<file path="src/rtl/core/isqrt_pkg.sv">
// Shared types and constants for the integer square root block.
`default_nettype none

package isqrt_pkg;

  localparam int unsigned RadicandW = 31;
  localparam int unsigned RootW     = 16;
  localparam int unsigned StepCnt   = RootW;
  localparam int unsigned StepCntW  = $clog2(StepCnt);

  localparam logic [RadicandW-1:0] FirstBit = {1'b1, {(RadicandW-1){1'b0}}};

  typedef enum logic [2:0] {
    ST_IDLE = 3'b001,
    ST_RUN  = 3'b010,
    ST_DONE = 3'b100
  } isqrt_state_e;

  typedef struct packed {
    logic load;
    logic step;
    logic publish;
  } isqrt_cmd_t;

endpackage

`default_nettype wire

</file>
<file path="src/rtl/core/isqrt_dp.sv">
// Datapath of the integer square root block: remainder, root accumulator, result register.
`default_nettype none

module isqrt_dp import isqrt_pkg::*; (
  input  wire logic                 clk_i,
  input  wire isqrt_cmd_t           cmd_i,
  input  wire logic [RadicandW-1:0] radicand_i,
  output logic      [RootW-1:0]     root_o
);

  logic [RadicandW-1:0] rem_q, rem_d;
  logic [RadicandW-1:0] acc_q, acc_d;
  logic [RadicandW-1:0] bit_q, bit_d;
  logic [RootW-1:0]     root_q, root_d;
  logic [RadicandW:0]   trial;
  logic                 fits;

  assign trial = {1'b0, acc_q} + {1'b0, bit_q};
  assign fits  = ({1'b0, rem_q} >= trial);

  always_comb begin
    rem_d  = rem_q;
    acc_d  = acc_q;
    bit_d  = bit_q;
    root_d = root_q;
    if (cmd_i.load) begin
      rem_d = radicand_i;
      acc_d = '0;
      bit_d = FirstBit;
    end else if (cmd_i.step) begin
      if (fits) begin
        rem_d = rem_q - trial[RadicandW-1:0];
        acc_d = (acc_q >> 1) + bit_q;
      end else begin
        acc_d = acc_q >> 1;
      end
      bit_d = bit_q >> 2;
    end
    if (cmd_i.publish) begin
      root_d = acc_q[RootW-1:0];
    end
  end

  always_ff @(posedge clk_i) begin
    rem_q  <= rem_d;
    acc_q  <= acc_d;
    bit_q  <= bit_d;
    root_q <= root_d;
  end

  assign root_o = root_q;

endmodule

`default_nettype wire

</file>
<file path="src/rtl/core/isqrt_ctrl.sv">
// Controller of the integer square root block: handshakes and step sequencing.
`default_nettype none

module isqrt_ctrl import isqrt_pkg::*; (
  input  wire logic clk_i,
  input  wire logic rst_ni,
  input  wire logic in_valid_i,
  output logic      in_stall_o,
  output logic      out_valid_o,
  input  wire logic out_stall_i,
  output isqrt_cmd_t cmd_o
);

  isqrt_state_e        state_q, state_d;
  logic [StepCntW-1:0] cnt_q, cnt_d;
  logic                out_valid_q, out_valid_d;
  logic                slot_free;
  logic                in_take;

  assign slot_free = !out_valid_q || !out_stall_i;
  assign in_stall_o = (state_q != ST_IDLE);
  assign in_take = in_valid_i && (state_q == ST_IDLE);

  always_comb begin
    state_d       = state_q;
    cnt_d         = cnt_q;
    out_valid_d   = out_valid_q;
    cmd_o.load    = 1'b0;
    cmd_o.step    = 1'b0;
    cmd_o.publish = 1'b0;
    if (out_valid_q && !out_stall_i) begin
      out_valid_d = 1'b0;
    end
    case (state_q)
      ST_IDLE: begin
        if (in_take) begin
          cmd_o.load = 1'b1;
          cnt_d      = '0;
          state_d    = ST_RUN;
        end
      end
      ST_RUN: begin
        cmd_o.step = 1'b1;
        cnt_d      = cnt_q + 1'b1;
        if (cnt_q == StepCntW'(StepCnt - 1)) begin
          state_d = ST_DONE;
        end
      end
      ST_DONE: begin
        if (slot_free) begin
          cmd_o.publish = 1'b1;
          out_valid_d   = 1'b1;
          state_d       = ST_IDLE;
        end
      end
      default: begin
        state_d = ST_IDLE;
      end
    endcase
  end

  always_ff @(posedge clk_i or negedge rst_ni) begin
    if (!rst_ni) begin
      state_q     <= ST_IDLE;
      cnt_q       <= '0;
      out_valid_q <= 1'b0;
    end else begin
      state_q     <= state_d;
      cnt_q       <= cnt_d;
      out_valid_q <= out_valid_d;
    end
  end

  assign out_valid_o = out_valid_q;

endmodule

`default_nettype wire

</file>
<file path="src/rtl/core/integer_square_root.sv">
// Top level of the integer square root block: floor root of a 31-bit radicand.
// One root bit per cycle in the RUN state; the result is then published to root_o.
// Per request: load, 16 subtract-compare steps, publish; the next waits until publish.
// A waiting result sits in the output register while the next request is taken.
// Reset: asynchronous, active low; clears the controller and the result valid flag.
`default_nettype none

module integer_square_root import isqrt_pkg::*; (
  input  wire logic                 clk_i,
  input  wire logic                 rst_ni,
  input  wire logic                 in_valid_i,
  output logic                      in_stall_o,
  input  wire logic [RadicandW-1:0] radicand_i,
  output logic                      out_valid_o,
  input  wire logic                 out_stall_i,
  output logic      [RootW-1:0]     root_o
);

  isqrt_cmd_t cmd;

  isqrt_ctrl u_ctrl (
    .clk_i       (clk_i),
    .rst_ni      (rst_ni),
    .in_valid_i  (in_valid_i),
    .in_stall_o  (in_stall_o),
    .out_valid_o (out_valid_o),
    .out_stall_i (out_stall_i),
    .cmd_o       (cmd)
  );

  isqrt_dp u_dp (
    .clk_i      (clk_i),
    .cmd_i      (cmd),
    .radicand_i (radicand_i),
    .root_o     (root_o)
  );

endmodule

`default_nettype wire
</file>
<file path="config.mk">
export PLATFORM = sky130hd
export DESIGN_NAME = integer_square_root
export DESIGN_NICKNAME = d
export VERILOG_FILES = /design/src/rtl/core/isqrt_pkg.sv /design/src/rtl/core/isqrt_dp.sv /design/src/rtl/core/isqrt_ctrl.sv /design/src/rtl/core/integer_square_root.sv
export SDC_FILE = /design/constraint.sdc
export NUM_CORES = 1
export LEC_CHECK = 0
export BUFFER_PORTS_ARGS = -buffer_cell sky130_fd_sc_hd__clkbuf_2
export CORE_UTILIZATION = 37
export CTS_CLUSTER_SIZE = 20
export DETAILED_ROUTE_END_ITERATION = 6
export GPL_ROUTABILITY_DRIVEN = 0
export GPL_TIMING_DRIVEN = 1
export PLACE_DENSITY = 0.51
export SETUP_SLACK_MARGIN = 0.15
export SYNTH_ARGS = -nofsm -noshare
export SYNTH_HDL_FRONTEND = slang
export SYNTH_HIERARCHICAL = 1
export SYNTH_SLANG_ARGS = --single-unit
</file>
<file path="constraint.sdc">
create_clock -name clk_i -period 8.6 [get_ports clk_i]
set_input_delay 1.29 -clock clk_i [delete_from_list [all_inputs] [get_ports clk_i]]
set_output_delay 1.29 -clock clk_i [all_outputs]
set_load 0.01 [all_outputs]
</file>
==> results.yml <==
sta:
  grt_setup_unrepaired: "false"
  fin_skew_ns: 0.0140
  max_slew_margin_pct: 32.1
  min_period_ns: 6.13
  fin_ws_ns: 2.47
  finalSetupViolCount: 0
  tns_ns: 0
  worst_pin_slew_ns: 1.02
  fin_crit_sh_pct: 71.3
  hold_violations: 0
  hold_ws_ns: 0.474
  max_freq_mhz: 163
  timing.final.max_slew_violations: 0
layout:
  stdcell_count: 1177
  fillCellCount: 2090
  post-route-util_pct: 41.7
  fin_area_mm2: 0.00850
  n_antenna_cell: 0
  drive_gt1_share_pct: 12.2
  layout.nets: 1003
  syn_to_final_growth_pct: 10.0
synth:
  synth_fp_nets: 973
  netlist_area_mm2: 0.00772
  synth_top_flop_cell: "edfxtp_1"
  yosysSeqAreaShare_pct: 33.1
  synth_top_area_share_pct: 18.3
  synth_commonest_cells: "nand2_1, nor2_1, o21ai_0"
  synth_area_leader_cell: "edfxtp_1"
  synth_most_common_cell: "nand2_1"
  syn_inst: 872
  ys_top_cells_by_area: "edfxtp_1, dfxtp_1, ha_1"
  synth_area_per_cell_um2: 8.86
  async_flop_share_pct: 7.84
  yosysWarnings: 6
  synth_edf_count: 47
  synth_seq_cells: 102
  synth_cell_types: 75
die:
  core_mm2: 0.0204
  dieArea_mm2: 0.0215
  initial_core_util_pct: 37.9
  ios: 53
  die_x_um: 146
  rows: 52
  fp.dieH_um: 146
clock_tree:
  insertion_delay_ns: 0.36
  clk_pin_slew_ns: 0.08
  cts_tree: "done"
  postCtsSetupBuffers: 0
  holdBufCountCts: 0
  root_buffer: "clkbuf_16"
  clock_sinks: 102
  clk_path_buf_depth: 2
  cts_resized: 0
  cts_buffers: 9
  h-tree-depth: 3
status:
  status: "completed"
placed_design:
  dpl-instance-area_mm2: 0.00819
  dp_cells: 1161
  dp_hpwl_mm: 14.1
  port_buffers: 52
  place_ws_ns: 2.51
setup_path:
  critPathLaunchType: "flip-flop"
  path_cells: "ha_1 -> a31o_2 -> a31oi_2 -> o21ai_2 -> a311o_1 -> a31oi_1 -> o21ai_0 -> nor4b_1 -> a211oi_1 -> ha_1 -> o21ai_0 -> nand2b_1 -> a21oi_1 -> a2111o_1 -> a41oi_2 -> o21a_1 -> mux2i_1 -> a221oi_1"
  cp_data_required_time_ns: 8.86
  path_delay_family: "compound AO/OA/AOI/OAI gates"
  critPathMaxFanout: 18
  critPathKind: "reg -> reg"
  cp-end-kind: "flip-flop"
  ff2ff_path_depth: 18
  critPathBufInv: 0
  crit_arrival_ns: 6.39
  rr_startpoint: "u_dp/acc_q[2]$_SDFFE_PP0P_"
  slowest_delay_ns: 0.91
  crit_path_end: "u_dp/acc_q[8]$_SDFFE_PP0P_"
  cp_slowest_cell: "o21a_1"
  cp.depth: 18
  r2r_slack_ns: 2.47
  reg2reg_to: "u_dp/acc_q[8]$_SDFFE_PP0P_"
  startpoint: "u_dp/acc_q[2]$_SDFFE_PP0P_"
route:
  vias_per_cell: 5.51
  wire_per_inst_um: 16.5
  drtIter0Drc: 389
  drt-pass1-iter-count: 5
  ant_nets: 0
  num_vias: 6491
  wl_mm: 19.4
  drc: 0
power_and_ir_drop:
  total_power_mw: 3.80
  leakagePower_nw: 3.25
  power_density_mw_per_mm2: 447
  ir_drop_mv: 0.198
grt:
  grt_pass1_wl_mm: 32.4
  grt.overflow.total: 0
  grt_pass1_vias: 6259
  grt_usage_pct: 18.7
  antenna_found_initial: 0
  grt_max_degree: 75
job:
  cap_violations: 0
min_path:
  holdCritPathClass: "reg -> reg"
==> power breakdown <==
group	total, mW	leakage (nW)	switching [mW]	internal, mW
logic	2.40	2.17	1.46	0.941
clock network	0.440	0.146	0.207	0.232
registers	0.953	0.929	0.169	0.784
==> layer usage <==
metal	global-route usage [%]	wire length (um)
met5	0	0
met3	2.59	527
met2	31.7	9150
met1	25.3	9620
met4	4.06	144
==> flip-flops by register name (all words and copies together) (netlist names) <==
signal,count
u_dp/rem_q,31
u_dp/bit_q,16
u_ctrl/cnt_q,4
u_ctrl/state_q,3
u_dp/acc_q,31
u_dp/root_o,16
u_ctrl/out_valid_o,1
==> kinds of logic (layout without fill, tap and decap cells) <==
| kind of cell | count (synthesis) | count (layout) | synth area share [%] |
|---|---|---|---|
| compound gates | 254 | 254 | 22.8 |
| xor+xnor | 69 | 69 | 7.82 |
| fa+ha+maj | 66 | 66 | 10.8 |
| buf+inv | 69 | 104 | 3.79 |
| flops | 102 | 102 | 33.1 |
| mux | 39 | 39 | 5.25 |
| simple gates | 273 | 273 | 16.5 |
==> worst min path at each step <==
stage / start / end / slack (ns) / cells past startpoint
3_5_place_dp: u_dp/acc_q[0]$_SDFFE_PP0P_ / u_dp/root_o[0]$_DFFE_PP_ / 0.45 / 0
2_1_floorplan: u_dp/acc_q[11]$_SDFFE_PP0P_ / u_dp/root_o[11]$_DFFE_PP_ / 0.43 / 0
3_3_place_gp: u_dp/acc_q[0]$_SDFFE_PP0P_ / u_dp/root_o[0]$_DFFE_PP_ / 0.44 / 0
6_report: u_dp/acc_q[0]$_SDFFE_PP0P_ / u_dp/root_o[0]$_DFFE_PP_ / 0.47 / 0
4_1_cts: u_dp/acc_q[0]$_SDFFE_PP0P_ / u_dp/root_o[0]$_DFFE_PP_ / 0.48 / 0
5_1_grt: u_dp/acc_q[0]$_SDFFE_PP0P_ / u_dp/root_o[0]$_DFFE_PP_ / 0.50 / 0
==> cells in the final DEF (no fill, tap or decap), types with 7 or more instances in the layout <==
cell,synthesis,routed
mux2i_1,27,27
xnor2_1,33,33
a21oi_1,36,35
nor2b_1,10,10
nor2_1,88,88
xor2_1,36,36
dfrtp_1,7,7
a21o_1,11,11
nand4_1,11,11
ha_1,65,65
nand2b_1,8,8
nand2_1,91,91
clkbuf_16,0,9
dfxtp_1,47,47
clkbuf_2,0,52
o21bai_1,7,7
nor3_1,14,14
inv_1,30,30
mux2_2,12,12
a211oi_1,22,22
a221oi_1,9,9
o211ai_1,13,13
nand3_1,15,15
o21ai_0,70,69
edfxtp_1,47,47
a31oi_1,22,22
==> layout make-up <==
class | instances | area (um2) | area share [%]
clock buffers | 9 | 225 | 2.65
multi-input cells | 701 | 4880 | 57.5
well taps | 270 | 338 | 3.97
inverters | 33 | 130 | 1.53
clock inverters | 7 | 85.1 | 1.00
flip-flops and latches | 102 | 2550 | 30.0
repair buffers | 55 | 283 | 3.33
==> worst reg2reg max path: stages (launching register included) <==
cell and delay (ns):
dfxtp_1 0.44, ha_1 0.30, a31o_2 0.28, a31oi_2 0.28
o21ai_2 0.14, a311o_1 0.44, a31oi_1 0.33, o21ai_0 0.28
nor4b_1 0.30, a211oi_1 0.09, ha_1 0.40, o21ai_0 0.11
nand2b_1 0.10, a21oi_1 0.08, a2111o_1 0.36, a41oi_2 0.68
o21a_1 0.91, mux2i_1 0.21, a221oi_1 0.32
(Power assumes the default switching activity.)
